## config.mk

```make
export PLATFORM = sky130hd
export DESIGN_NAME = keyed_store_cam_flat
export DESIGN_NICKNAME = d
export VERILOG_FILES = /design/src/sv/ksc_pkg.sv /design/src/sv/ksc_if.sv /design/src/sv/ksc_ctrl.sv /design/src/sv/ksc_datapath.sv /design/src/sv/keyed_store_cam.sv /design/src/flat_wrapper.sv
export SDC_FILE = /design/constraint.sdc
export NUM_CORES = 2
export LEC_CHECK = 0
export BUFFER_PORTS_ARGS = -buffer_cell sky130_fd_sc_hd__clkbuf_2
export CAP_MARGIN = 20
export CORE_MARGIN = 2
export CORE_UTILIZATION = 25
export DETAILED_ROUTE_END_ITERATION = 12
export PLACE_DENSITY_LB_ADDON = 0.15
export SLEW_MARGIN = 20
export SYNTH_ARGS = -nofsm -noshare
export SYNTH_HDL_FRONTEND = slang
export SYNTH_SLANG_ARGS = --single-unit
export TNS_END_PERCENT = 20
```

## constraint.sdc

```tcl
create_clock -name clk -period 11.5 [get_ports clk]
set_clock_uncertainty 0.15 [all_clocks]
set_input_delay 0 -clock clk [delete_from_list [all_inputs] [get_ports clk]]
set_output_delay 0 -clock clk [all_outputs]
set_load 0.005 [all_outputs]
```

## src/sv/ksc_pkg.sv

```systemverilog
// Package for the keyed store CAM: sizes, operation codes, clamp limits
// and the command and status structs between controller and datapath.
// No dependencies.
package ksc_pkg;

  localparam int ENTRIES   = 16;
  localparam int KEY_BYTES = 8;

  localparam int KEY_W = 8 * KEY_BYTES;
  localparam int IDX_W = (ENTRIES > 1) ? $clog2(ENTRIES) : 1;
  localparam int CNT_W = $clog2(ENTRIES + 1);

  localparam logic [1:0] KIND_SET = 2'd0;
  localparam logic [1:0] KIND_GET = 2'd1;
  localparam logic [1:0] KIND_DEL = 2'd2;

  localparam logic signed [31:0] VAL_MAX = 32'sd1000000;
  localparam logic signed [31:0] VAL_MIN = -32'sd1000000;

  typedef struct packed {
    logic load;
    logic scan_step;
    logic commit;
  } ksc_cmd_t;

  typedef struct packed {
    logic scan_last;
    logic out_free;
  } ksc_stat_t;

endpackage

```

## src/sv/ksc_if.sv

```systemverilog
// Valid/ready channel interfaces for the request and response items.
// Depends on ksc_pkg for the count width.
interface ksc_req_if;
  logic               valid;
  logic               ready;
  logic [1:0]         kind;
  logic [63:0]        lookup_key;
  logic signed [31:0] write_value;

  modport source (output valid, kind, lookup_key, write_value, input ready);
  modport sink (input valid, kind, lookup_key, write_value, output ready);
endinterface

interface ksc_rsp_if;
  import ksc_pkg::*;
  logic               valid;
  logic               ready;
  logic               success;
  logic signed [31:0] read_value;
  logic [CNT_W-1:0]   entry_count;

  modport source (output valid, success, read_value, entry_count, input ready);
  modport sink (input valid, success, read_value, entry_count, output ready);
endinterface

```

## src/sv/ksc_ctrl.sv

```systemverilog
// Controller for the keyed store CAM: accept, scan, drain, commit sequence.
// Depends on ksc_pkg.
module ksc_ctrl import ksc_pkg::*; (
  input  logic      clk,
  input  logic      rst,
  input  logic      in_valid,
  output logic      in_ready,
  input  ksc_stat_t stat,
  output ksc_cmd_t  cmd
);

  localparam logic [1:0] ST_IDLE  = 2'd0;
  localparam logic [1:0] ST_SCAN  = 2'd1;
  localparam logic [1:0] ST_DRAIN = 2'd2;
  localparam logic [1:0] ST_EXEC  = 2'd3;

  logic [1:0] state;
  logic [1:0] state_next;

  always_comb begin
    state_next    = state;
    in_ready      = 1'b0;
    cmd.load      = 1'b0;
    cmd.scan_step = 1'b0;
    cmd.commit    = 1'b0;
    case (state)
      ST_IDLE: begin
        in_ready = 1'b1;
        if (in_valid) begin
          cmd.load   = 1'b1;
          state_next = ST_SCAN;
        end
      end
      ST_SCAN: begin
        cmd.scan_step = 1'b1;
        if (stat.scan_last) state_next = ST_DRAIN;
      end
      ST_DRAIN: state_next = ST_EXEC;
      ST_EXEC: begin
        if (stat.out_free) begin
          cmd.commit = 1'b1;
          state_next = ST_IDLE;
        end
      end
      default: state_next = ST_IDLE;
    endcase
  end

  always_ff @(posedge clk) begin
    if (rst) state <= ST_IDLE;
    else     state <= state_next;
  end

endmodule

```

## src/sv/ksc_datapath.sv

```systemverilog
// Datapath for the keyed store CAM: slot memories, valid bits, scan
// compare, update logic and the output register. Depends on ksc_pkg.
module ksc_datapath import ksc_pkg::*; (
  input  logic               clk,
  input  logic               rst,
  input  ksc_cmd_t           cmd,
  output ksc_stat_t          stat,
  input  logic [1:0]         kind,
  input  logic [63:0]        lookup_key,
  input  logic signed [31:0] write_value,
  output logic               out_valid,
  input  logic               out_ready,
  output logic               success,
  output logic signed [31:0] read_value,
  output logic [CNT_W-1:0]   entry_count
);

  logic [KEY_W-1:0]   key_mem [ENTRIES];
  logic signed [31:0] val_mem [ENTRIES];
  logic [ENTRIES-1:0] slot_valid;
  logic [CNT_W-1:0]   count;

  logic [1:0]         kind_r;
  logic [KEY_W-1:0]   key_r;
  logic signed [31:0] val_r;

  logic [IDX_W-1:0]   idx;
  logic               issued;
  logic [KEY_W-1:0]   rkey;
  logic signed [31:0] rval;
  logic               rvld;
  logic [IDX_W-1:0]   ridx;

  logic               hit;
  logic [IDX_W-1:0]   hit_idx;
  logic signed [31:0] hit_val;
  logic               free_found;
  logic [IDX_W-1:0]   free_idx;

  logic               ok;
  logic signed [31:0] rd;
  logic               wr_key;
  logic               wr_val;
  logic [IDX_W-1:0]   waddr;
  logic signed [31:0] wdata;
  logic               set_valid;
  logic               clr_valid;
  logic [CNT_W-1:0]   count_next;
  logic signed [31:0] clamped;

  assign stat.scan_last = (idx == IDX_W'(ENTRIES - 1));
  assign stat.out_free  = !out_valid || out_ready;

  assign clamped = (val_r < VAL_MIN) ? VAL_MIN : ((val_r > VAL_MAX) ? VAL_MAX : val_r);

  always_ff @(posedge clk) begin
    if (cmd.load) begin
      kind_r <= kind;
      key_r  <= lookup_key[KEY_W-1:0];
      val_r  <= write_value;
    end
  end

  always_ff @(posedge clk) begin
    if (rst) begin
      issued <= 1'b0;
    end else begin
      issued <= cmd.scan_step;
    end
    if (cmd.load) begin
      idx <= '0;
    end else if (cmd.scan_step) begin
      idx <= idx + 1'b1;
    end
  end

  always_ff @(posedge clk) begin
    if (cmd.scan_step) begin
      rkey <= key_mem[idx];
      rval <= val_mem[idx];
      rvld <= slot_valid[idx];
      ridx <= idx;
    end
  end

  always_ff @(posedge clk) begin
    if (cmd.load) begin
      hit        <= 1'b0;
      free_found <= 1'b0;
    end else if (issued) begin
      if (rvld && (rkey == key_r) && !hit) begin
        hit     <= 1'b1;
        hit_idx <= ridx;
        hit_val <= rval;
      end
      if (!rvld && !free_found) begin
        free_found <= 1'b1;
        free_idx   <= ridx;
      end
    end
  end

  always_comb begin
    ok         = 1'b0;
    rd         = '0;
    wr_key     = 1'b0;
    wr_val     = 1'b0;
    waddr      = hit_idx;
    wdata      = val_r;
    set_valid  = 1'b0;
    clr_valid  = 1'b0;
    count_next = count;
    case (kind_r)
      KIND_SET: begin
        if (hit) begin
          wr_val = 1'b1;
          ok     = 1'b1;
        end else if (free_found) begin
          waddr      = free_idx;
          wr_key     = 1'b1;
          wr_val     = 1'b1;
          wdata      = clamped;
          set_valid  = 1'b1;
          count_next = CNT_W'(count + 1'b1);
          ok         = 1'b1;
        end
      end
      KIND_GET: begin
        if (hit) begin
          ok = 1'b1;
          rd = hit_val;
        end
      end
      KIND_DEL: begin
        if (hit) begin
          clr_valid = 1'b1;
          if (count != '0) count_next = CNT_W'(count - 1'b1);
          ok = 1'b1;
        end
      end
      default: ok = 1'b0;
    endcase
  end

  always_ff @(posedge clk) begin
    if (cmd.commit && wr_key) key_mem[waddr] <= key_r;
    if (cmd.commit && wr_val) val_mem[waddr] <= wdata;
  end

  always_ff @(posedge clk) begin
    if (rst) begin
      slot_valid <= '0;
      count      <= '0;
    end else if (cmd.commit) begin
      if (set_valid) slot_valid[waddr] <= 1'b1;
      if (clr_valid) slot_valid[waddr] <= 1'b0;
      count <= count_next;
    end
  end

  always_ff @(posedge clk) begin
    if (rst) begin
      out_valid <= 1'b0;
    end else if (cmd.commit) begin
      out_valid <= 1'b1;
    end else if (out_ready) begin
      out_valid <= 1'b0;
    end
    if (cmd.commit) begin
      success     <= ok;
      read_value  <= rd;
      entry_count <= count_next;
    end
  end

  a_count_matches: assert property (@(posedge clk) disable iff (rst)
    count == CNT_W'($countones(slot_valid)))
    else $error("live count disagrees with valid bits");

  a_count_bound: assert property (@(posedge clk) disable iff (rst)
    count <= CNT_W'(ENTRIES))
    else $error("live count above table size");

  a_commit_shows: assert property (@(posedge clk) disable iff (rst)
    cmd.commit |=> out_valid && (entry_count == count))
    else $error("committed result not presented with current count");

  a_commit_free: assert property (@(posedge clk) disable iff (rst)
    cmd.commit |-> stat.out_free && !cmd.load && !cmd.scan_step)
    else $error("commit overlaps scan or busy output");

endmodule

```

## src/sv/keyed_store_cam.sv

```systemverilog
// Top level of the keyed store CAM: associative key/value table.
// Depends on ksc_pkg, ksc_if, ksc_ctrl and ksc_datapath.
//
//   channel  dir  fields
//   req      in   kind[1:0], lookup_key[63:0], write_value[31:0] signed
//   rsp      out  success, read_value[31:0] signed, entry_count[4:0]
//
// An item passes from accept to result through one accept step, one slot
// memory read per entry, one compare drain step and one commit step. The
// scan reads one slot a cycle from the key/value memories. Reset clears all
// valid bits and the count at once; no clear pass.
// A result waiting on rsp does not stop the next accept, only its commit.
module keyed_store_cam import ksc_pkg::*; (
  input logic     clk,
  input logic     rst,
  ksc_req_if.sink   req,
  ksc_rsp_if.source rsp
);

  ksc_cmd_t  cmd;
  ksc_stat_t stat;

  ksc_ctrl u_ctrl (
    .clk      (clk),
    .rst      (rst),
    .in_valid (req.valid),
    .in_ready (req.ready),
    .stat     (stat),
    .cmd      (cmd)
  );

  ksc_datapath u_datapath (
    .clk         (clk),
    .rst         (rst),
    .cmd         (cmd),
    .stat        (stat),
    .kind        (req.kind),
    .lookup_key  (req.lookup_key),
    .write_value (req.write_value),
    .out_valid   (rsp.valid),
    .out_ready   (rsp.ready),
    .success     (rsp.success),
    .read_value  (rsp.read_value),
    .entry_count (rsp.entry_count)
  );

endmodule
```

## src/flat_wrapper.sv

```systemverilog
// flat-port wrapper written by rule: the top's interface ports become plain ports
module keyed_store_cam_flat import ksc_pkg::*;
  (clk, rst, req_valid, req_kind, req_lookup_key, req_write_value, req_ready, rsp_valid, rsp_success, rsp_read_value, rsp_entry_count, rsp_ready);
  ksc_req_if req_i ();
  ksc_rsp_if rsp_i ();
  input logic clk;
  input logic rst;
  input wire logic [$bits(req_i.valid)-1:0] req_valid;
  input wire logic [$bits(req_i.kind)-1:0] req_kind;
  input wire logic [$bits(req_i.lookup_key)-1:0] req_lookup_key;
  input wire logic [$bits(req_i.write_value)-1:0] req_write_value;
  output wire logic [$bits(req_i.ready)-1:0] req_ready;
  output wire logic [$bits(rsp_i.valid)-1:0] rsp_valid;
  output wire logic [$bits(rsp_i.success)-1:0] rsp_success;
  output wire logic [$bits(rsp_i.read_value)-1:0] rsp_read_value;
  output wire logic [$bits(rsp_i.entry_count)-1:0] rsp_entry_count;
  input wire logic [$bits(rsp_i.ready)-1:0] rsp_ready;
  assign req_i.valid = req_valid;
  assign req_i.kind = req_kind;
  assign req_i.lookup_key = req_lookup_key;
  assign req_i.write_value = req_write_value;
  assign req_ready = req_i.ready;
  assign rsp_valid = rsp_i.valid;
  assign rsp_success = rsp_i.success;
  assign rsp_read_value = rsp_i.read_value;
  assign rsp_entry_count = rsp_i.entry_count;
  assign rsp_i.ready = rsp_ready;
  keyed_store_cam u_core (.clk(clk), .rst(rst), .req(req_i), .rsp(rsp_i));
endmodule
```

# After elaboration in Yosys (flattened, before gate mapping)
# Memory sizes are Yosys's and may differ from the RTL's. A register that Yosys moved wholly into a read port is not among the register bits.
# Cells that the tools add are included.
[word_totals]
inputBits = 102
elab_cells = 110
output_inout_bits = 40
memories = 2
ff_bits = 212
ram_bits = 1536
[memory_table]
columns = ["memory", "depth", "word_bits", "read_ports", "rd_clocked_by_memory_dff", "wr", "line_no", "source"]
rows = [
  ["u_core.u_datapath.key_mem", 16, 64, 1, 1, 1, "ksc_datapath.sv:18", "logic [KEY_W-1:0] key_mem [ENTRIES];"],
  ["u_core.u_datapath.val_mem", 16, 32, 1, 1, 1, "ksc_datapath.sv:19", "logic signed [31:0] val_mem [ENTRIES];"],
]
[op_classes]
n_bitwise = 4
add_sub_neg = 3
muxes = 45
order_cmp = 5
n_reduce_logical = 22
n_eq_ne = 10
[ops]
columns = ["cell", "count"]
rows = [
  ["32-bit 2-to-1 mux", 5],
  ["64-bit == test", 1],
  ["16-bit 2-to-1 mux", 4],
  ["32-bit by 21-bit greater-than comparator with 1-bit output, second input constant", 1],
  ["32-bit by 21-bit < comparator with 1-bit output, second input constant", 1],
  ["1-bit 2-to-1 mux", 21],
  ["5-bit 2-to-1 mux", 4],
  ["16-bit AND", 1],
  ["16-bit inverter", 1],
  ["16-bit bitwise OR", 1],
  ["4-bit 2-to-1 mux", 3],
  ["4-bit by 5-bit < comparator with 1-bit output, second input constant", 2],
  ["5-bit case mux with 2 select lines", 1],
  ["3-bit AND reduction", 3],
  ["2-bit case mux with 4 select lines", 1],
  ["2-bit == test, second input constant", 3],
  ["1-bit logical AND", 6],
  ["2-bit 2-to-1 mux", 3],
  ["2-bit AND reduction", 3],
  ["5-bit by 1-bit adder with 5-bit output, second input constant", 1],
  ["5-bit nonzero test", 1],
  ["5-bit by 1-bit subtractor with 5-bit output, second input constant", 1],
  ["4-bit by 1-bit adder with 4-bit output, second input constant", 1],
  ["1-bit binary-select mux with 4-bit select", 1],
  ["13 further kinds", 19],
]

# Longest topological paths before layout
[depth]
word_depth = 13
depth_mapped = 9
mapped_depth_nobuf = 7

# By module
# A second synthesis with hierarchy kept.
[unflattened]
cells_unflattened = 2911
area_unflattened_um2 = 69362.8
[by_module_without_submodules]
columns = ["mod", "seq_area_each_um2", "cells_each", "n_inst", "area_per_inst_um2"]
rows = [
  ["ksc_datapath", 55022.8, 2890, 1, 69163.8],
  ["ksc_ctrl", 40.0, 21, 1, 198.9],
]

# Worst setup path after synthesis
# Ideal clock, no wire load.
[synth_path]
path_type = "flip-flop to flip-flop"
start = "reg u_core.u_datapath.kind_r[0]"
end = "mem u_core.u_datapath.key_mem[13][0] (netlist name) (enable)"
t_arrival_ns = 7.418
required_time_ns = 10.703
setup_time_ns = 0.647
slack_ns = 3.285
path_stages_with_launch = 7
synth_period_minus_slack_ns = 8.215
path_buffers = 2
cell_sequence = "edfxtp_1 > inv_1 > ha_1 > buf_2 > nand3b_1 > clkbuf_1 > nor4_1"
[synth_via]
elab_chain_cells = 5
word_cells_on_any_way = 6
classes_between = "4 x mux; 2 x reduce/logical"
[synth_lines]
columns = ["item", "line_no", "source"]
rows = [
  ["start: declaration", "ksc_datapath.sv:23", "logic [1:0] kind_r;"],
  ["start signal: assignment", "ksc_datapath.sv:58", "kind_r <= kind;"],
  ["2-bit zero test *", "ksc_datapath.sv:113", "case (kind_r)"],
  ["1-bit 2-to-1 mux", "ksc_datapath.sv:113", ""],
  ["1-bit logical AND", "ksc_datapath.sv:146", "if (cmd.commit && wr_key) key_mem[waddr] <= key_r;"],
  ["1-bit 2-to-1 mux", "ksc_datapath.sv:146", ""],
  ["1-bit 2-to-1 mux (not written as such)", "ksc_datapath.sv:146", ""],
  ["end: declaration", "ksc_datapath.sv:18", ""],
]
# Every way passes the cells marked *; elsewhere a longest branch is shown, timed or not.

# Final worst setup path
[layout_path]
start = "reg u_core.u_datapath.kind_r[1]"
end = "mem u_core.u_datapath.key_mem[5][2] (netlist name) (enable)"
# The elaborated chain is that of the path after synthesis.

==> out/metrics.cfg <==
[synthesis]
synth_area_mm2 = 0.0694
yosysWarningCount = 0
synth_seq_area_share_pct = 79.4
ys_async_sr_fraction_pct = 0
synthTopCellsByArea = edfxtp_1, mux4_2, dfxtp_1
synth_cells = 2923
synth.distinct_cells = 58
yosysTopAreaCell = edfxtp_1
synth_edf_count = 1813
avgSynthCellArea_um2 = 23.7
syn_nets = 3036
ys_seq_elements = 1844
synth_top_cell_area_share_pct = 78.5
synth_ff_type = edfxtp_1

[power]
seq_power_share_pct = 48.0
combPwrFrac_pct = 14.9
power_leakage_nw = 25.6
pwr-share-clk_pct = 37.1
vdd_drop_max_mv = 0.162
netSwitchingPower_mw = 4.57
p_per_area_mw_per_mm2 = 211
power.total_mw = 17.7
internal-power_mw = 13.1
sw_frac_of_total_pct = 25.9

[final_layout]
drive_gt1_share_pct = 29.4
syn_to_final_growth_pct = 20.9
layout.cells.non_filler = 7314
final_cell_mix = edfxtp_1, mux4_2, clkbuf_16
finish.net_count = 3547
final_common_cell = edfxtp_1

[sta]
setup_viol = 0
clock.fmax_mhz = 193
slew_headroom_pct = 23.0
slew_violations = 0
worst_slew_pin_slew_ns = 1.15
fin_crit_ns = 5.18
hold_violations = 0
fin_crit_sh_pct = 45.0
fin_setup_tns_ns = 0
rsz0062_at_grt = false

[setup_path]
cp_max_fo = 44
required_ns = 11.79
cp_data_arrival_time_ns = 5.47
crit_path_end_kind = register
critPathKind = register to register
cp-start-kind = register

[drt]
route.detailed.drc = 0
wl_per_cell_um = 25.8
ant_nets = 0
drt_iter0_markers = 2797
dr.pass1.iters = 5
via_count = 32200
via_per_inst = 4.40
wl_um = 189000

[cts]
cts_tree = yes
path_clk_slew_ns = 0.06
clock_latency_ns = 0.86
cts.sinks = 1844
ctsHtreeMaxLevel = 4
cts_root_buf = clkbuf_16
cts_resized = 0
numCtsBuffers = 215
cts_buffer_depth = 4

[global_route]
antenna_found_initial = 13
gr-total-overflow = 0
grt_pass1_vias = 33900
globalRouteTotalUtil_pct = 13.3
grt_pass1_wl_um = 266000
grt_max_degree = 132

[floorplanning]
die-area_mm2 = 0.282
start_util_pct = 25.1
ioPinCount = 142
fp-row-count = 193
coreArea_mm2 = 0.276
die_h_um = 531
die_x_um = 531

[run_status]
outcome = completed

[job]
maxCapViolCount = 0

[placement]
port_buffers = 141
dp.cells = 6718
post-dp-hpwl_um = 99000
place_congestion = 0.706

[min_path]
hold_path.class = input pin to register

## power groups by stage
stage	Clock, mW	Combinational (mW)	Sequential (mW)
global route	7.02	2.87	8.53
detailed placement	0	2.68	8.63
global placement	0	2.68	8.63
finish	6.56	2.64	8.48
floorplan	0	1.80	8.42
CTS	6.77	2.74	8.49
## logic make-up after synthesis
group,synth area share [%]
DFF,79.4
buffers and inverters,1.10
AOI/OAI and AO/OA,1.05
muxes,15.8
adders and majority gates,0.198
xor gates and xnor gates,0.555
and+or+nand+nor,1.96
## state kept, by name (all words and copies together) (netlist names), 2 cells and up
name,count
u_core.u_ctrl.state,2
u_core.u_datapath.count,5
u_core.u_datapath.entry_count,5
u_core.u_datapath.free_idx,4
u_core.u_datapath.hit_idx,4
u_core.u_datapath.hit_val,32
u_core.u_datapath.idx,4
u_core.u_datapath.key_mem,1024
u_core.u_datapath.key_r,64
u_core.u_datapath.kind_r,2
u_core.u_datapath.read_value,32
u_core.u_datapath.ridx,4
u_core.u_datapath.rkey,64
u_core.u_datapath.rval,32
u_core.u_datapath.slot_valid,16
u_core.u_datapath.val_mem,512
u_core.u_datapath.val_r,32
## worst max-delay path, cell delays in order (launching register included)
cell      delay, ns
edfxtp_1       0.45
inv_1          0.13
ha_1           0.37
nand3b_1       0.69
o21ai_1        0.78
nand3_1        0.37
nor2_4         0.86
buf_4          0.89
## worst paths after layout
| path | end | startpoint | depth (start not counted) | slack (ns) |
|---|---|---|---|---|
| max | u_core.u_datapath.key_mem[5][2] | u_core.u_datapath.kind_r[1] | 7 | 6.32 |
| min | u_core.u_datapath.count[0] | rst | 3 | 0.16 |
| max reg2reg | u_core.u_datapath.key_mem[5][2] | u_core.u_datapath.kind_r[1] | 7 | 6.32 |
| min reg2reg | u_core.u_datapath.hit_val[30] | u_core.u_datapath.rval[30] | 0 | 0.24 |
## layer usage
layer	vias up	wire, um	GRT usage [%]
met5	-	0	0
met4	0	4190	3.37
met3	249	7000	1.89
met2	704	88100	20.9
met1	17700	89800	19.3
li1	13600	-	-
## layout make-up
class	count	area [um^2]
fill	26700	192000
tap	3705	4640
sequential	1844	55100
clock buffer	254	5570
inverter	33	124
timing repair buffer	430	3480
multi-input combinational	910	13800
antenna	5	12.5
clock inverter	133	1130
## metrics by stage
step	instance area (um^2)	setup WS, ns	hold WS, ns	util [%]
6_report	83900	6.32	0.159	30.4
4_1_cts	83800	6.14	0.107	30.3
5_1_grt	83900	5.81	0.155	30.4
2_1_floorplan	69400	3.28	-0.0511	-
3_3_place_gp	75100	6.34	0.0272	27.2
3_5_place_dp	75100	6.22	0.0287	27.2
## what timing repair did
item                                   CTS  global route
endpoints found under the hold margin  161             0
setup buffers                            0             0
hold buffers                           203             0
## cells in the mapped netlist (all sizes together), types with 2 or more instances
cell type,count
a2111oi,8
a211o,2
a211oi,20
a21oi,26
a31o,2
a31oi,6
and3,36
and4,5
buf,56
clkbuf,80
dfxtp,31
edfxtp,1813
ha,11
inv,33
mux2i,2
mux4,485
nand2,50
nand2b,12
nand3,23
nand3b,4
nand4,13
nor2,56
nor2b,25
nor3,12
nor4,15
nor4b,2
o2111ai,2
o211ai,3
o21a,3
o21ai,12
o22ai,6
o31ai,2
or3,2
or4,3
xnor2,29
xor2,15
No activity file was read; power rests on OpenSTA's default activity.
